===== src/sv/erd_pkg.sv =====
// ============================================================================
// erd_pkg
// Shared types and constants for the entry record deframer.
// ============================================================================
package erd_pkg;

    // Byte classification codes carried with every output word.
    typedef enum logic [1:0] {
        KIND_HDR  = 2'd0,
        KIND_PATH = 2'd1,
        KIND_DATA = 2'd2
    } t_kind;

    // Input word as held in the input register.
    typedef struct packed {
        logic [7:0] data_byte;
        logic       block_end;
    } t_item;

    // One result word, ahead of packing onto the output stream.
    typedef struct packed {
        t_kind       byte_kind;
        logic [7:0]  out_byte;
        logic [15:0] body_len;
        logic [15:0] rec_type;
        logic [7:0]  name_len;
        logic        entry_done;
        logic        truncated;
    } t_result;

    localparam int unsigned IN_TDATA_W  = 8;
    localparam int unsigned OUT_TDATA_W = 48;
    localparam int unsigned OUT_TUSER_W = 3;

endpackage


===== src/sv/erd_in_stage.sv =====
// ============================================================================
// erd_in_stage
// Input register: holds one accepted word until the parser consumes it.
// ============================================================================
module erd_in_stage
    import erd_pkg::*;
(
    input  logic  i_clk,
    input  logic  i_rst_n,
    input  logic  i_valid,
    output logic  o_ready,
    input  t_item i_item,
    output logic  o_valid,
    input  logic  i_ready,
    output t_item o_item
);

    logic  r_valid;
    t_item r_item;

    // The register may take a new word when empty or when its word moves on.
    assign o_ready = !r_valid || i_ready;
    assign o_valid = r_valid;
    assign o_item  = r_item;

    // Valid flag.
    always_ff @(posedge i_clk) begin
        if (!i_rst_n) begin
            r_valid <= 1'b0;
        end else if (o_ready) begin
            r_valid <= i_valid;
        end
    end

    // Payload capture.
    always_ff @(posedge i_clk) begin
        if (o_ready && i_valid) begin
            r_item <= i_item;
        end
    end

endmodule


===== src/sv/erd_parser.sv =====
// ============================================================================
// erd_parser
// Entry parser: tracks the header, path and data parts of each entry and
// classifies one byte per step.
// ============================================================================
module erd_parser
    import erd_pkg::*;
(
    input  logic    i_clk,
    input  logic    i_rst_n,
    input  logic    i_step,
    input  t_item   i_item,
    output t_result o_result
);

    typedef enum logic [2:0] {
        PH_LEN_HI  = 3'd0,
        PH_LEN_LO  = 3'd1,
        PH_TYPE_HI = 3'd2,
        PH_TYPE_LO = 3'd3,
        PH_PLEN    = 3'd4,
        PH_PATH    = 3'd5,
        PH_DATA    = 3'd6
    } t_phase;

    t_phase      r_phase, n_phase;
    logic [15:0] r_len, n_len;
    logic [15:0] r_type, n_type;
    logic [7:0]  r_plen, n_plen;
    logic [15:0] r_left, n_left;

    t_kind       kind;
    logic        done;
    logic        trunc;
    logic [7:0]  b;
    logic        left_end;

    assign b        = i_item.data_byte;
    assign left_end = (r_left <= 16'd1);

    // Next state and byte classification.
    always_comb begin
        n_phase = r_phase;
        n_len   = r_len;
        n_type  = r_type;
        n_plen  = r_plen;
        n_left  = r_left;
        kind    = KIND_HDR;
        done    = 1'b0;
        unique case (r_phase)
            PH_LEN_LO: begin
                n_len   = r_len | {8'd0, b};
                n_phase = PH_TYPE_HI;
            end
            PH_TYPE_HI: begin
                n_type  = {b, 8'd0};
                n_phase = PH_TYPE_LO;
            end
            PH_TYPE_LO: begin
                n_type  = r_type | {8'd0, b};
                n_phase = PH_PLEN;
            end
            PH_PLEN: begin
                n_plen = b;
                if (b != 8'd0) begin
                    n_left  = {8'd0, b};
                    n_phase = PH_PATH;
                end else if (r_len != 16'd0) begin
                    n_left  = r_len;
                    n_phase = PH_DATA;
                end else begin
                    done    = 1'b1;
                    n_phase = PH_LEN_HI;
                end
            end
            PH_PATH: begin
                kind = KIND_PATH;
                if (left_end) begin
                    if (r_len != 16'd0) begin
                        n_left  = r_len;
                        n_phase = PH_DATA;
                    end else begin
                        n_left  = 16'd0;
                        done    = 1'b1;
                        n_phase = PH_LEN_HI;
                    end
                end else begin
                    n_left = r_left - 16'd1;
                end
            end
            PH_DATA: begin
                kind = KIND_DATA;
                if (left_end) begin
                    n_left  = 16'd0;
                    done    = 1'b1;
                    n_phase = PH_LEN_HI;
                end else begin
                    n_left = r_left - 16'd1;
                end
            end
            default: begin
                // First header byte; the unused phase code lands here too.
                n_len   = {b, 8'd0};
                n_type  = 16'd0;
                n_plen  = 8'd0;
                n_left  = 16'd0;
                n_phase = PH_LEN_LO;
            end
        endcase
    end

    assign trunc = i_item.block_end && !done;

    // Result fields show the header values after this byte is taken in.
    always_comb begin
        o_result.byte_kind  = kind;
        o_result.out_byte   = b;
        o_result.body_len   = n_len;
        o_result.rec_type   = n_type;
        o_result.name_len   = n_plen;
        o_result.entry_done = done;
        o_result.truncated  = trunc;
    end

    // Parser state; a truncated block clears everything, a clean end restarts.
    always_ff @(posedge i_clk) begin
        if (!i_rst_n) begin
            r_phase <= PH_LEN_HI;
            r_len   <= 16'd0;
            r_type  <= 16'd0;
            r_plen  <= 8'd0;
            r_left  <= 16'd0;
        end else if (i_step) begin
            if (trunc) begin
                r_phase <= PH_LEN_HI;
                r_len   <= 16'd0;
                r_type  <= 16'd0;
                r_plen  <= 8'd0;
                r_left  <= 16'd0;
            end else begin
                r_phase <= i_item.block_end ? PH_LEN_HI : n_phase;
                r_len   <= n_len;
                r_type  <= n_type;
                r_plen  <= n_plen;
                r_left  <= n_left;
            end
        end
    end

`ifndef SYNTH
    // A word never both completes an entry and reports truncation.
    a_done_not_trunc: assert property (@(posedge i_clk) disable iff (!i_rst_n)
        i_step |-> !(done && trunc))
        else $error("entry_done and truncated set together");

    // After truncation the parser is back at a cleared header.
    a_trunc_clears: assert property (@(posedge i_clk) disable iff (!i_rst_n)
        (i_step && trunc) |=> (r_phase == PH_LEN_HI && r_len == 16'd0
                               && r_type == 16'd0 && r_plen == 8'd0))
        else $error("state not cleared after truncation");

    // Path and data parts always have bytes remaining.
    a_left_nonzero: assert property (@(posedge i_clk) disable iff (!i_rst_n)
        (r_phase == PH_PATH || r_phase == PH_DATA) |-> (r_left != 16'd0))
        else $error("empty remaining count in path or data part");

    // Header bytes are tagged as such exactly in the header phases.
    a_kind_phase: assert property (@(posedge i_clk) disable iff (!i_rst_n)
        i_step |-> ((kind == KIND_HDR) == (r_phase != PH_PATH && r_phase != PH_DATA)))
        else $error("byte kind disagrees with phase");
`endif

endmodule


===== src/sv/erd_out_stage.sv =====
// ============================================================================
// erd_out_stage
// Result register: holds one finished word until the receiver takes it.
// ============================================================================
module erd_out_stage
    import erd_pkg::*;
(
    input  logic    i_clk,
    input  logic    i_rst_n,
    input  logic    i_valid,
    output logic    o_ready,
    input  t_result i_result,
    output logic    o_valid,
    input  logic    i_ready,
    output t_result o_result
);

    logic    r_valid;
    t_result r_result;

    // A new word may load when the register is empty or is being drained.
    assign o_ready  = !r_valid || i_ready;
    assign o_valid  = r_valid;
    assign o_result = r_result;

    // Valid flag.
    always_ff @(posedge i_clk) begin
        if (!i_rst_n) begin
            r_valid <= 1'b0;
        end else if (o_ready) begin
            r_valid <= i_valid;
        end
    end

    // Payload capture.
    always_ff @(posedge i_clk) begin
        if (o_ready && i_valid) begin
            r_result <= i_result;
        end
    end

endmodule


===== src/sv/entry_record_deframer.sv =====
// ============================================================================
// entry_record_deframer
// Splits a block of entry bytes into tagged header, path and data words.
// ============================================================================
// Usage: feed the payload bytes of a block on s_axis, one byte per word, with
// s_axis_tlast on the final byte of the block. Each entry is a big-endian
// 16-bit data length, a big-endian 16-bit content type, a path length byte,
// then the path bytes and the data bytes. Every input word yields exactly one
// word on m_axis: the byte itself, its kind (header, path, data), the header
// fields captured so far, m_axis_tlast on the last byte of each entry, and a
// truncation flag when the block ends inside an entry.
// An accepted byte is held in the input register, and the parser logic then
// loads its result into the result register, which drives m_axis_tvalid.
// Throughput is one byte per cycle while the receiver does not stall, with the
// parser step combinational between those two registers.
// Reset (synchronous, active low) empties both registers and returns the
// parser to the first header byte. When the receiver stalls, the result
// register holds its word and the input register fills; s_axis_tready drops
// only once both are full, and no word is lost or repeated.
module entry_record_deframer
    import erd_pkg::*;
(
    input  logic                   i_clk,
    input  logic                   i_rst_n,
    input  logic                   s_axis_tvalid,
    output logic                   s_axis_tready,
    input  logic [IN_TDATA_W-1:0]  s_axis_tdata,  // [7:0] in_byte
    input  logic                   s_axis_tlast,  // block_end
    output logic                   m_axis_tvalid,
    input  logic                   m_axis_tready,
    // [7:0] out_byte, [23:8] entry_data_len, [39:24] entry_content_type,
    // [47:40] entry_path_len
    output logic [OUT_TDATA_W-1:0] m_axis_tdata,
    output logic [OUT_TUSER_W-1:0] m_axis_tuser,  // [1:0] byte_kind, [2] truncated
    output logic                   m_axis_tlast   // entry_done
);

    t_item   in_item;
    t_item   held_item;
    logic    held_valid;
    logic    out_ready;
    logic    step;
    t_result result;
    t_result out_result;

    assign in_item.data_byte = s_axis_tdata;
    assign in_item.block_end = s_axis_tlast;

    // Input register.
    erd_in_stage u_in (
        .i_clk   (i_clk),
        .i_rst_n (i_rst_n),
        .i_valid (s_axis_tvalid),
        .o_ready (s_axis_tready),
        .i_item  (in_item),
        .o_valid (held_valid),
        .i_ready (out_ready),
        .o_item  (held_item)
    );

    // The parser advances whenever the held word moves into the result register.
    assign step = held_valid && out_ready;

    erd_parser u_parser (
        .i_clk    (i_clk),
        .i_rst_n  (i_rst_n),
        .i_step   (step),
        .i_item   (held_item),
        .o_result (result)
    );

    // Result register.
    erd_out_stage u_out (
        .i_clk    (i_clk),
        .i_rst_n  (i_rst_n),
        .i_valid  (held_valid),
        .o_ready  (out_ready),
        .i_result (result),
        .o_valid  (m_axis_tvalid),
        .i_ready  (m_axis_tready),
        .o_result (out_result)
    );

    // Pack the result word onto the output stream.
    assign m_axis_tdata = {out_result.name_len, out_result.rec_type,
                           out_result.body_len, out_result.out_byte};
    assign m_axis_tuser = {out_result.truncated, out_result.byte_kind};
    assign m_axis_tlast = out_result.entry_done;

endmodule


===== config.mk =====
export PLATFORM = sky130hd
export DESIGN_NAME = entry_record_deframer
export DESIGN_NICKNAME = d
export VERILOG_FILES = /design/src/sv/erd_pkg.sv /design/src/sv/erd_in_stage.sv /design/src/sv/erd_parser.sv /design/src/sv/erd_out_stage.sv /design/src/sv/entry_record_deframer.sv
export SDC_FILE = /design/constraint.sdc
export NUM_CORES = 1
export LEC_CHECK = 0
export BUFFER_PORTS_ARGS = -buffer_cell sky130_fd_sc_hd__buf_4
export CAP_MARGIN = 20
export CORE_MARGIN = 8
export CORE_UTILIZATION = 52
export CTS_CLUSTER_DIAMETER = 60
export CTS_CLUSTER_SIZE = 24
export DETAILED_ROUTE_END_ITERATION = 10
export PLACE_DENSITY = 0.76
export SETUP_SLACK_MARGIN = 0.4
export SKIP_CTS_REPAIR_TIMING = 1
export SLEW_MARGIN = 5
export SYNTH_ARGS = -nofsm -noshare
export SYNTH_HDL_FRONTEND = slang
export SYNTH_SLANG_ARGS = --single-unit

===== constraint.sdc =====
create_clock -name i_clk -period 2.3 [get_ports i_clk]
set_input_delay 0 -clock i_clk [delete_from_list [all_inputs] [get_ports i_clk]]
set_output_delay 0 -clock i_clk [all_outputs]
set_load 0.02 [all_outputs]

Word-level counts from Yosys, hierarchy flattened

Index checks and enable logic that the tools add are counted.

Bitwise gates (word level): 2
Add/subtract/negate cells: 1
Reductions and logical operators: 16
Muxes and demuxes: 26
Eq/ne operators: 10
$lt $le $gt $ge: 1

Operator list:

| kind                    | count |
|---|---|
| $mux W16                | 8 |
| $pmux W16 S4            | 1 |
| $pmux W16 S3            | 1 |
| $or A16 B8 Y16          | 2 |
| $pmux W16 S2            | 1 |
| $mux W3                 | 6 |
| $pmux W3 S6             | 1 |
| $le A16 B1 Y1 const B   | 1 |
| $pmux W8 S2             | 1 |
| $reduce_bool A16 Y1     | 1 |
| $sub A16 B1 Y16 const B | 1 |
| $reduce_or A5 Y1        | 2 |
| $eq A3 B3 Y1 const B    | 3 |
| $mux W8                 | 1 |
| $ne A4 B2 Y1 const B    | 2 |
| $reduce_bool A8 Y1      | 1 |
| $eq A3 B2 Y1 const B    | 2 |
| $reduce_and A3 Y1       | 2 |
| $mux W1                 | 4 |
| $ne A4 B1 Y1 const B    | 1 |
| $pmux W2 S2             | 1 |
| $reduce_or A4 Y1        | 1 |
| $eq A3 B1 Y1 const B    | 1 |
| $logic_and A1 B1 Y1     | 3 |
| other kinds (5)         | 8 |

Register bits after elaboration: 122
Input port bits: 13

Longest topological paths before layout

Word-level depth: 8
Mapped depth: 11
Depth with buffers taken out: 8

By module

Synthesis repeated with hierarchy kept, for this count alone.

Cell total of the unflattened synthesis: 538
Area total of the unflattened synthesis: 5,761.8 um2

Modules (own cells, without submodules):

| module                | area each (um2) | cells each | instances |
|---|---|---|---|
| erd_parser            | 3,808.7         | 466        | 1 |
| erd_out_stage         | 1,619.1         | 57         | 1 |
| erd_in_stage          | 327.8           | 14         | 1 |
| entry_record_deframer | 6.3             | 1          | 1 |

Least setup slack after synthesis

OpenSTA, ideal clock, no wires.

Path type: reg-to-reg
Start: register u_out.r_valid, in the netlist u_out.o_valid
End: register u_parser.r_phase[1]
Buffers on the path: 0
Stages on the path, launching flop included: 7
Arrival: 2,587 ps
Setup time: 115 ps
Setup slack: -403 ps
Path through: dfxtp_1 -> nor2b_1 -> nand2b_1 -> inv_1 -> o21ai_0 -> and3_1 -> a31o_1

Longest elaborated chain between the ends: 4

RTL lines:

| what                        | RTL line                    | RTL |
|---|---|---|
| start, declared             | erd_out_stage.sv:18         | `logic r_valid;` |
| start signal, assigned      | erd_out_stage.sv:31         | `r_valid <= i_valid;` |
| $logic_not A1 Y1            | erd_out_stage.sv:22         | `assign o_ready = !r_valid \|\| i_ready;` |
| $logic_or A1 B1 Y1          | erd_out_stage.sv:22         |  |
| $logic_and A1 B1 Y1         | entry_record_deframer.sv:62 | `assign step = held_valid && out_ready;` |
| via step                    | entry_record_deframer.sv:42 | `logic step;` |
| $reduce_and A3 Y1 (no line) | --                          |  |
| end signal, assigned        | erd_parser.sv:141           | `r_phase <= i_item.block_end ? PH_LEN_HI : n_phase;` |
| end, declared               | erd_parser.sv:26            | `t_phase r_phase, n_phase;` |

The timed path passes the listed nets, and every way through them passes these cells.
A chain may end at the register's enable or synchronous reset.

Worst setup path in the final report

Start: register u_in.r_item, in the netlist u_in.o_item[6]
End: register u_parser.r_left[10]

Longest elaborated chain between the ends: 7
Elaborated cells on any way between the ends: 11
Classes of those cells: eq/ne (2); mux (5); reduce/logical (4)

RTL lines:

| what                                                          | RTL line           | RTL |
|---|---|---|
| start, declared                                               | erd_in_stage.sv:19 | `t_item r_item;` |
| start signal, assigned                                        | erd_in_stage.sv:38 | `r_item <= i_item;` |
| $reduce_bool A8 Y1 *                                          | erd_parser.sv:65   | `if (b != 8'd0) begin` |
| $mux W1                                                       | erd_parser.sv:65   |  |
| $pmux W1 S3                                                   | erd_parser.sv:50   | `unique case (r_phase)` |
| $logic_not A1 Y1                                              | erd_parser.sv:112  | `assign trunc = i_item.block_end && !done;` |
| $logic_and A1 B1 Y1                                           | erd_parser.sv:112  |  |
| $ne A4 B1 Y1 (no line) / $ne A2 B1 Y1 (equally long branches) | --                 |  |
| $reduce_and A3 Y1 (no line)                                   | --                 |  |
| end signal, assigned                                          | erd_parser.sv:145  | `r_left <= n_left;` |
| end, declared                                                 | erd_parser.sv:30   | `logic [15:0] r_left, n_left;` |

Every way passes the cells marked *; elsewhere a longest branch is shown, timed or not.

==> run metrics <==
critical path type reg2reg; worst path bufs/invs 1; final setup violation count 0; CP endpoint kind register; maximum number of pins on one net before global-route repair 41; n_diodes 0; total CTS buffers 17; die area roughly 14000 um^2; Detail Route Antenna Nets 0; max_slew headroom a little under three fifths; Pwr Total 5.44 mW; TritonCTS clock tree done; cell taking the most area after synthesis edfxtp_1; Nets a little over 600; Setup Skew 0.00857 ns; row count 37; worst-margin pin slew 0.652 ns; TNS Setup 0 ns; Syn Area/Cell 11.2 um^2; sequential fraction of the synthesis area a little under three fifths; WL per Instance 21.8 um; cell family contributing the most delay on the critical path simple AND/OR/NAND/NOR gates; Synth Flop Type edfxtp_1; Comb power frac 9.2%; Crit path largest cell delay 0.55 ns; vias in the first global route 4351; Post-synth EDFFs 61; top cells by count, synth 61 x dfxtp_1, 61 x edfxtp_1, 59 x a22o_1; CP max stage cell or4_4; post-synthesis register bit count ~120; Peak VDD IR just under 0.6 mV; Root Driver clkbuf_8; clock-pin slew of the registers on the worst-case setup and hold paths about 0.060 ns; number of I/O pins 67; Final Max Tran Viols 0; RSZ-0062 raised after global routing true; die width 117 um; Yosys warnings 0; height of the die 117 um; core area approximately 10000 um^2; first-pass GRT wire length 23.7 mm; Switching Power roughly 1.4 mW; total number of vias 4763; Initial DRC Count 528; port bufs 66; DR DRC count 0; Clk pwr share 47.0%; Tmin final 2.28 ns; Synth cell types 52; final WL 16.4 mm; fillcell total 720; Min-Delay Path Class in2reg; total track usage 21.3%; critical path cell sequence or4_4 > or3_4 > o31ai_4 > a221o_1 > nor2_1 > buf_6 > nor3_2; Skew-Pair Late Insertion Delay 0.51 ns; switching portion of total power 24.9%; Max-Cap Viols 0; mapped cell area 5340 um^2; H-Tree Level Count 4; drt via density 6.30; Seq pwr share a little over two fifths; asr flop ratio synth 0%; Worst Path Arrival 2.71 ns; CP Max Fanout 7; Synth area leaders edfxtp_1 34%, dfxtp_1 23%, a22o_1 9.7%; FMAX 439 MHz; Power Density between 700 and 800 nW/um^2; P_leak 2.81 nW; status complete, no violations; hpwl dp between 9 and 10 mm; CP required 2.73 ns; area share of the largest cell type after synthesis 34.3%; Internal 4.09 mW; layout cells sized above 1 32.9%; Mapped Cells roughly 480; clk sinks 122; startpoint types register; initial core utilization between 50 and 60%; final hold violations 0; Max clock buf depth 2; Detailed Routing Iterations Pass 1 6; gpl congestion 0.955; initial antenna violation count 0; Synthesized Nets 493; crit share post-route ~100%; Area growth syn-to-layout 35.0%; Remaining Overflow, GRT 0
-- area by class of cell --
class,instances,area (um^2),share of cell area (%)
clock inverters,14,144,2.00
well taps,136,170,2.36
clock buffers,18,418,5.80
inverters,10,41.3,0.573
flip-flops and latches,122,3070,42.5
multi-input cells,324,2310,32.1
repair buffers,132,1060,14.7
-- state kept, by name (all words and copies together), names as in the netlist --
signal	count
u_parser.r_left	16
u_parser.r_phase	3
u_parser.r_plen	8
u_out.o_result	52
u_in.o_item	9
u_in.o_valid	1
u_parser.r_type	16
u_out.o_valid	1
u_parser.r_len	16
-- cell families after synthesis --
family	after synthesis	synth area share [%]
AO/OA/AOI/OAI	168	22.3
multiplexers	9	1.88
buffers and inverters	40	3.70
flip-flops	122	57.2
XOR/XNOR	12	1.97
adder cells (fa/ha/maj)	2	0.469
AND/OR/NAND/NOR	125	12.5
-- through the flow --
stage,instances,instance area (um^2),utilization (%),hold slack (ns),worst slack (ns)
floorplan,478,5390,-,0.0989,-0.0791
global placement,690,6210,61.3,0.179,-0.0328
detailed placement,690,6210,61.3,0.180,-0.0974
CTS,722,6780,66.8,-0.352,-0.118
global route,756,7210,71.1,0.206,-0.0307
finish,756,7210,71.1,0.216,0.0234
-- routing by layer --
layer,GRT usage [%],vias to the layer above,part of all wire (%)
met5,0,-,0
met3,5.32,64,9.0
met1,25.9,2313,39
li1,-,2094,-
met4,11.9,0,3.9
met2,33.9,292,48
-- worst paths after layout --
kind | depth (start not counted) | end | from | slack (ns)
worst max-delay path | 7 | u_parser.r_left[10] | u_in.o_item[6] | 0.02
worst min-delay path | 2 | u_in.o_item[3] | s_axis_tdata[2] | 0.22
worst max register to register | 7 | u_parser.r_left[10] | u_in.o_item[6] | 0.02
worst min register to register | 1 | u_parser.r_type[15] | u_parser.r_type[15] | 0.49
-- placed cells by master (no fill, tap or decap), types with 4 or more instances in the layout --
cell,count
buf_4,113
edfxtp_1,61
a22o_1,59
dfxtp_1,57
nand2_1,39
a21oi_1,30
o21ai_0,27
clkbuf_16,16
nor2_1,15
dlygate4sd3_1,14
o21ai_1,13
nor2b_1,11
and2_4,9
mux2_2,8
inv_1,8
o22ai_1,7
nor3_1,6
and2_1,6
xor2_1,6
xnor2_1,6
nor4_1,5
o21a_1,5
clkinvlp_4,4
a32o_1,4
a2111oi_1,4
nor3_2,4
or4_1,4
inv_6,4
-- power by group through the flow --
stage	Sequential (mW)	Clock (mW)	Combinational, mW
CTS	2.38	2.57	0.425
global placement	2.42	0	0.414
finish	2.38	2.56	0.502
detailed placement	2.43	0	0.421
floorplan	2.48	0	0.196
global route	2.39	2.66	0.529
Power figures use the tool's default switching activity.
